### config.mk
export PLATFORM = sky130hd
export DESIGN_NAME = kf_ctrl
export DESIGN_NICKNAME = d
export VERILOG_FILES = /design/src/rtl/core/kf_pkg.sv /design/src/rtl/core/kf_ctrl.sv
export SDC_FILE = /design/constraint.sdc
export NUM_CORES = 1
export LEC_CHECK = 0
export BUFFER_PORTS_ARGS = -buffer_cell sky130_fd_sc_hd__buf_2
export CAP_MARGIN = 30
export CORE_AREA = 3 3 40 42
export DETAILED_ROUTE_END_ITERATION = 6
export DIE_AREA = 0 0 43 45
export PLACE_DENSITY_LB_ADDON = 0.2
export SYNTH_ARGS = -nofsm -noshare
export SYNTH_HDL_FRONTEND = slang
export SYNTH_SLANG_ARGS = --single-unit
### constraint.sdc
create_clock -name i_clk -period 1.9 [get_ports i_clk]
set_input_delay 0.285 -clock i_clk [delete_from_list [all_inputs] [get_ports i_clk]]
set_output_delay 0.285 -clock i_clk [all_outputs]
set_load 0.005 [all_outputs]
### src/rtl/core/kf_pkg.sv
package kf_pkg;

    localparam int FRAC_BITS = 16;
    localparam int W = 32;

    // register indexes
    localparam logic [2:0] REG_DT      = 3'd0;
    localparam logic [2:0] REG_QPOS    = 3'd1;
    localparam logic [2:0] REG_QVEL    = 3'd2;
    localparam logic [2:0] REG_RNOISE  = 3'd3;
    localparam logic [2:0] REG_IPOS    = 3'd4;
    localparam logic [2:0] REG_IVEL    = 3'd5;
    localparam logic [2:0] REG_IVARPOS = 3'd6;
    localparam logic [2:0] REG_IVARVEL = 3'd7;

    // datapath micro-operations, one per controller step
    typedef enum logic [4:0] {
        OP_IDLE   = 5'd0,
        OP_LOAD   = 5'd1,   // optional restart load
        OP_XP     = 5'd2,   // xp  = pos + d*vel
        OP_A00    = 5'd3,   // a00 = pp + d*vp
        OP_A01    = 5'd4,   // a01 = pv + d*vv
        OP_P00    = 5'd5,   // p00 = a00 + a01*d (+q_pos below)
        OP_P00Q   = 5'd6,
        OP_P10    = 5'd7,   // p10 = vp + vv*d, p11 = vv + q_vel
        OP_DIV0   = 5'd8,   // start k0 divide
        OP_DIV0W  = 5'd9,
        OP_DIV1   = 5'd10,  // start k1 divide
        OP_DIV1W  = 5'd11,
        OP_ERR    = 5'd12,  // e = y - xp, omk = 1 - k0
        OP_POS    = 5'd13,
        OP_VEL    = 5'd14,
        OP_CPP    = 5'd15,
        OP_CPV    = 5'd16,
        OP_CVP    = 5'd17,
        OP_CVV    = 5'd18,
        OP_TR     = 5'd19
    } t_op;

    typedef struct packed {
        t_op  op;
    } t_cmd;

    typedef struct packed {
        logic div_done;
    } t_sts;

    // saturate a wide signed value to 32 bits
    function automatic logic [W:0] sat64(input logic signed [66:0] v);
        logic signed [66:0] hi;
        logic signed [66:0] lo;
        hi = 67'sd2147483647;
        lo = -67'sd2147483648;
        if (v > hi) sat64 = {1'b1, 32'h7fffffff};
        else if (v < lo) sat64 = {1'b1, 32'h80000000};
        else sat64 = {1'b0, v[W-1:0]};
    endfunction

endpackage

### src/rtl/core/kf_ctrl.sv
// Sequencer: walks the datapath through one filter step
module kf_ctrl (
    input  logic         i_clk,
    input  logic         i_rst_n,
    input  logic         i_in_valid,
    output logic         o_in_ready,
    output logic         o_load_item,
    output kf_pkg::t_cmd o_cmd,
    input  kf_pkg::t_sts i_sts,
    output logic         o_out_valid,
    input  logic         i_out_ready
);
    typedef enum logic [2:0] {
        S_IDLE = 3'b001,
        S_RUN  = 3'b010,
        S_OUT  = 3'b100
    } t_state;

    t_state     r_state, n_state;
    kf_pkg::t_op r_op, n_op;

    assign o_in_ready  = (r_state == S_IDLE);
    assign o_load_item = o_in_ready && i_in_valid;
    assign o_out_valid = (r_state == S_OUT);
    assign o_cmd.op    = (r_state == S_RUN) ? r_op : kf_pkg::OP_IDLE;

    always_comb begin
        n_state = r_state;
        n_op    = r_op;
        case (r_state)
            S_IDLE: if (i_in_valid) begin
                n_state = S_RUN;
                n_op    = kf_pkg::OP_LOAD;
            end
            S_RUN: begin
                case (r_op)
                    kf_pkg::OP_DIV0W, kf_pkg::OP_DIV1W: begin
                        if (i_sts.div_done) n_op = kf_pkg::t_op'(r_op + 5'd1);
                    end
                    kf_pkg::OP_TR: n_state = S_OUT;
                    default: n_op = kf_pkg::t_op'(r_op + 5'd1);
                endcase
            end
            S_OUT: if (i_out_ready) n_state = S_IDLE;
            default: n_state = S_IDLE;
        endcase
    end

    always_ff @(posedge i_clk) begin
        if (!i_rst_n) begin
            r_state <= S_IDLE;
            r_op    <= kf_pkg::OP_IDLE;
        end else begin
            r_state <= n_state;
            r_op    <= n_op;
        end
    end

    property p_done_in_wait;
        @(posedge i_clk) disable iff (!i_rst_n)
            i_sts.div_done |-> (r_op == kf_pkg::OP_DIV0W || r_op == kf_pkg::OP_DIV1W);
    endproperty
    a_done_in_wait: assert property (p_done_in_wait) else $error("divide done out of place");

    a_out_hold: assert property (@(posedge i_clk) disable iff (!i_rst_n)
        (o_out_valid && !i_out_ready) |=> o_out_valid) else $error("result dropped");

    a_accept_starts: assert property (@(posedge i_clk) disable iff (!i_rst_n)
        o_load_item |=> (r_state == S_RUN && r_op == kf_pkg::OP_LOAD))
        else $error("accept did not start step");

endmodule

# ---- Yosys cells after proc, flatten, opt, wreduce, memory -nomap -nowiden
# Index checks and enable logic that the tools add are counted.
dict set report word_totals {
  ff_bits 8
  in_bits 5
  out_inout_bits 8
}
dict set report op_classes {
  n_addsub 1
  eq_ne 11
  muxes 9
  n_reduce_logical 5
}
# cell count
set op_table {}
lappend op_table {{$pmux 5 s2} 2}
lappend op_table {{$mux 5} 3}
lappend op_table {{$eq 5x4->1 const B} 2}
lappend op_table {{$mux 3} 3}
lappend op_table {{$pmux 3 s3} 1}
lappend op_table {{$add 5x1->5 const B} 1}
lappend op_table {{$eq 5x5->1 const B} 1}
lappend op_table {{$ne 2x1->1 const B} 2}
lappend op_table {{$ne 2x2->1 const B} 2}
lappend op_table {{$reduce_and 4->1} 1}
lappend op_table {{$eq 3x1->1 const B} 1}
lappend op_table {{$eq 3x2->1 const B} 1}
lappend op_table {{$eq 3x3->1 const B} 1}
lappend op_table {{$ne 3x3->1 const B} 1}
lappend op_table {{$reduce_and 3->1} 1}
lappend op_table {{$reduce_bool 2->1} 1}
lappend op_table {{$reduce_or 2->1} 1}
lappend op_table {{$logic_and 1x1->1} 1}

# ---- Depth between registers and ports, before layout
dict set report depth {
  word_depth 4
  mapped_depth 6
}

# ---- Worst setup path after synthesis
# Ideal clock, no wire load.
dict set report synth_timing {
  path_type {register -> register}
  start {reg r_op[0]}
  end {reg r_op[1]}
  setup_ps 72
  t_arrival_ps 1404
  path_slack_ps 424
  stages_incl_launch_ff 6
  n_path_buf 0
  cell_sequence {dfxtp_1 ha_1 or2_2 a211o_1 nand2_2 mux2i_1}
}
dict set report synth_between {
  elab_chain_cells 4
}
# element line
set synth_rtl {}
lappend synth_rtl {{start: declaration} kf_ctrl.sv:20} ;# kf_pkg::t_op r_op, n_op;
lappend synth_rtl {{start signal: assignment} kf_ctrl.sv:52} ;# r_op <= kf_pkg::OP_IDLE;
lappend synth_rtl {{start signal: assignment} kf_ctrl.sv:55} ;# r_op <= n_op;
lappend synth_rtl {{$add 5x1->5 / $eq 5x4->1 (equally long branches)} {kf_ctrl.sv:38, kf_ctrl.sv:41, kf_ctrl.sv:36}}
lappend synth_rtl {{$mux 5 / $reduce_or 2->1 (equally long branches)} {kf_ctrl.sv:38, kf_ctrl.sv:36}}
lappend synth_rtl {{$pmux 5 s2 / $ne 3x3->1 (equally long branches)} n/a}
lappend synth_rtl {{$pmux 5 s2 / $reduce_and 4->1 (equally long branches)} n/a}
# Several ways; a longest one is shown, not always the timed one. The select of a mux whose other input is x is not followed.
# A chain may end at the register's enable or synchronous reset.

# ---- Worst setup path after layout
dict set report layout_timing {
  start {reg r_op[1]}
  end {reg r_op[2]}
}
# The elaborated chain is that of the path after synthesis.

==> impl_table.tex <==
\begin{tabular}{lr}
\hline
Metric & Value \\
\hline
\multicolumn{2}{l}{\textbf{Clock network}} \\
\quad Clock sinks & 8 \\
\quad Count of hold-fix buffers inserted at cts & 0 \\
\quad TritonCTS clock tree & done \\
\quad Count of H-tree levels built during CTS & 1 \\
\quad Resized Gates After CTS & 0 \\
\quad Maximum buffer depth of the clock tree & 2 \\
\quad Clock buffers created by TritonCTS & 3 \\
\quad Clock transition at the registers of the reported paths & around 0.05 ns \\
\quad Clock root buffer master & clkbuf\_4 \\
\quad Later-pin clock latency in the skew report & 0.25 ns \\
\quad Setup Buffers After CTS & 0 \\
\multicolumn{2}{l}{\textbf{Yosys}} \\
\quad Synthesized-area fraction occupied by and/or/nand/nor cells & 39.3\% \\
\quad Multiplexer fraction of the synthesized cell area & approximately 2.2\% \\
\quad Combinational family with the most area after synthesis & simple AND/OR/NAND/NOR gates \\
\quad Yosys warns & 0 \\
\quad Area fraction in compound gates after synthesis & a little over an eighth \\
\quad Post-synthesis instance total & 52 \\
\quad Number of register bits inferred by synthesis & 8 \\
\quad Syn Area/Cell & between 8 and 9 um2 \\
\quad Netlist cell types & 29 \\
\quad Synthesized-area fraction occupied by adder cells & under 10\% \\
\quad Syn Nets & 59 \\
\quad Total standard cell area after synthesis & between 400 and 500 um2 \\
\quad Sequential share of the synthesized area & between 30\% and 40\% \\
\quad Post-synthesis share of cell area spent on xor and xnor gates & 0\% \\
\multicolumn{2}{l}{\textbf{Route}} \\
\quad Average detailed-routed wire length per instance & between 10 and 15 um \\
\quad Total routed wirelength & 963 um \\
\quad Per-cell via count in the routed design & $\sim$5.1 \\
\quad Number of search-and-repair iterations in the first detailed-routing pass & 4 \\
\quad Via Count & 415 \\
\quad Post-DRT Antenna Nets & 0 \\
\quad Starting DRT DRC Count & 5 \\
\quad Post-detailed-route DRC marker count & 0 \\
\multicolumn{2}{l}{\textbf{Worst setup path}} \\
\quad Cell with the largest stage delay on the worst path & nor4bb\_1 \\
\quad CP Capture Type & flip-flop \\
\quad R2R depth & 5 \\
\quad CP max stage delay & approximately 0.42 ns \\
\quad Worst setup startpoint & r\_op[1]\$\_SDFFE\_PN0P\_ \\
\quad Crit Path Category & reg -> reg \\
\quad Worst reg2reg endpoint & r\_op[2]\$\_SDFFE\_PN0P\_ \\
\quad Crit path to & r\_op[2]\$\_SDFFE\_PN0P\_ \\
\quad Cells traversed along the worst timing path & ha\_1, nor4bb\_1, a211o\_1, nand2\_2, a32o\_1 \\
\quad Category of the worst setup path launch point & flip-flop \\
\quad Required time of the critical path & between 2 and 2.5 ns \\
\quad Maximum fanout count along the critical path & 5 \\
\quad Worst EP arrival & approximately 1.8 ns \\
\quad Startpoint of the lowest-slack register-to-register path & r\_op[1]\$\_SDFFE\_PN0P\_ \\
\quad Worst reg2reg setup slack & roughly 0.22 ns \\
\multicolumn{2}{l}{\textbf{STA}} \\
\quad Min Tclk post-route & approximately 1.7 ns \\
\quad Max Freq & just under 0.6 GHz \\
\quad Final worst clock skew & about 0.004 ns \\
\quad Final Hold Violating Endpoints & 0 \\
\quad Worst Max-Slew Pin Slew & roughly 0.55 ns \\
\quad Tcrit/Tclk final & roughly 89\% \\
\quad Final Hold Slack & around 0.30 ns \\
\quad Max-Slew Margin vs Limit & $\sim$63\% \\
\quad Fin Setup TNS & 0 ns \\
\quad Slew Viols, Final & 0 \\
\quad Setup violation total in the final timing report & 0 \\
\quad RSZ-0062 raised after global routing & no \\
\quad Setup slack after layout & about 0.22 ns \\
\multicolumn{2}{l}{\textbf{Layout}} \\
\quad Relative area change from synthesis to final layout & 20.6\% \\
\quad Final \#Nets & 75 \\
\quad Number of antenna repair diodes & 0 \\
\quad Count of non-filler cells in the finished layout & $\sim$80 \\
\quad Most used cells in the layout excluding fill and tap cells & 12 x buf\_2, 8 x dfxtp\_1, 4 x nor2\_1, 4 x nand2\_1 \\
\quad Most common cell after layout, fill and taps aside & buf\_2 \\
\quad Layout cell share with drive strength beyond 1 & between 30\% and 40\% \\
\quad Filler cell count in the final layout & about 130 \\
\multicolumn{2}{l}{\textbf{Pwr}} \\
\quad Worst ir drop on vdd & 0.000223 V \\
\quad Leakage power summed over all cells & 0.000258 uW \\
\quad Power Dens Cells & between 600 and 700 nW/um2 \\
\quad Overall power consumption & between 300 and 400 uW \\
\multicolumn{2}{l}{\textbf{Global route}} \\
\quad Maximum number of pins on one net before global-route repair & 11 \\
\quad Number of global-route vias before repair & 399 \\
\quad Antenna violations before repair & 0 \\
\quad Total Routing Usage GR & around an eighth \\
\quad Overall overflow remaining after global route & 0 \\
\quad Wire length of the first global-routing pass & about 1700 um \\
\multicolumn{2}{l}{\textbf{Job}} \\
\quad Number of max-cap violations & 0 \\
\multicolumn{2}{l}{\textbf{Place}} \\
\quad IO buf count & 12 \\
\quad Setup slack after placement & approximately 0.27 ns \\
\quad Gp weighted congestion & 0.817 \\
\quad Sum of net half-perimeters after detailed placement & between 600 and 700 um \\
\quad Cell total after placement & between 70 and 80 \\
\multicolumn{2}{l}{\textbf{Status}} \\
\quad Run status & finished clean \\
\multicolumn{2}{l}{\textbf{Floorplan}} \\
\quad Die outline width & $\sim$43 um \\
\quad Y dimension of the die & 45 um \\
\quad Initial standard-cell utilization of the core & 35.4\% \\
\quad Number of top-level pins & 13 \\
\quad Site row count & 13 \\
\quad DIE AREA & 1940 um2 \\
\quad CORE AREA & roughly 1300 um2 \\
\multicolumn{2}{l}{\textbf{Min path}} \\
\quad Startpoint of the tightest hold check path & i\_rst\_n \\
\quad Class of the most critical hold timing path & in -> reg \\
\hline
\end{tabular}
-- per-stage QoR --
step	util [%]	area (um2)
finish	42.7	549
global route	42.7	549
CTS	42.7	549
detailed placement	41.0	527
global placement	41.0	527
floorplan	-	455
-- flip-flops by register name, summed over array words and instances (netlist names) --
register and count:
r_state 3, r_op 5
-- area by class of cell --
class / instances / area [um2] / area share, %
Multi-Input combinational cell: 40 / 277 / 50.3
Clock buffer: 3 / 22.5 / 4.10
Sequential cell: 8 / 160 / 29.2
Tap cell: 15 / 18.8 / 3.42
Inverter: 3 / 11.3 / 2.05
Timing Repair Buffer: 12 / 60.1 / 10.9
-- cell usage after synthesis --
cell type | count | area, um2
and3_1 | 1 | 6.26
o211a_1 | 1 | 10.0
a32o_1 | 1 | 10.0
nand2_2 | 1 | 6.26
nor3b_2 | 1 | 12.5
mux2i_1 | 1 | 10.0
and2_1 | 3 | 18.8
nor2b_1 | 2 | 12.5
a211o_1 | 1 | 8.76
nand2_1 | 4 | 15.0
nand3b_1 | 1 | 7.51
nor4bb_1 | 1 | 10.0
buf_4 | 1 | 7.51
or3b_4 | 1 | 11.3
and3_2 | 1 | 7.51
o21ai_0 | 2 | 10.0
and4b_1 | 1 | 10.0
nand3_1 | 2 | 10.0
nor3b_1 | 2 | 15.0
dfxtp_1 | 8 | 160
nand4_1 | 1 | 6.26
or2_2 | 1 | 6.26
ha_1 | 2 | 25.0
a31oi_1 | 1 | 6.26
nor2_1 | 4 | 15.0
a21oi_1 | 2 | 10.0
inv_1 | 3 | 11.3
o21a_1 | 1 | 7.51
nor4b_1 | 1 | 8.76
-- power breakdown --
part           total (uW)  internal, uW  switching [uW]
Combinational        41.4          19.4            22.0
Sequential            179           173            5.28
Clock                 128          72.2            56.1
Total                 348           265            83.4
-- critical path, delay by kind of cell (launching register included) --
kind | cells | cell delay, ns
DFF | 1 | 0.38
AOI/OAI and AO/OA | 2 | 0.43
and+or+nand+nor | 2 | 0.51
adders and majority gates | 1 | 0.25
-- routing by layer --
layer  track usage (%)  part of all wire (%)  vias up
met5                 0                     0        -
met4              7.23                   1.1        0
met3              3.59                   7.1        2
met2              17.4                    45       14
met1              14.7                    46      184
li1                  -                     -      215
-- logic make-up after synthesis --
group | Yosys count
compound gates | 9
fa+ha+maj | 2
buf+inv | 4
flops | 8
mux | 1
simple gates | 28
-- worst min-delay path by stage --
stage	end	cells after the start	slack, ns
2_1_floorplan	r_op[4]$_SDFFE_PN0P_	1	0.45
3_3_place_gp	r_op[4]$_SDFFE_PN0P_	1	0.49
3_5_place_dp	r_op[4]$_SDFFE_PN0P_	1	0.49
4_1_cts	r_state[0]$_SDFFE_PN1P_	2	0.31
5_1_grt	r_state[0]$_SDFFE_PN1P_	2	0.33
6_report	r_state[0]$_SDFFE_PN1P_	2	0.30
No activity file was read; power rests on OpenSTA's default activity.
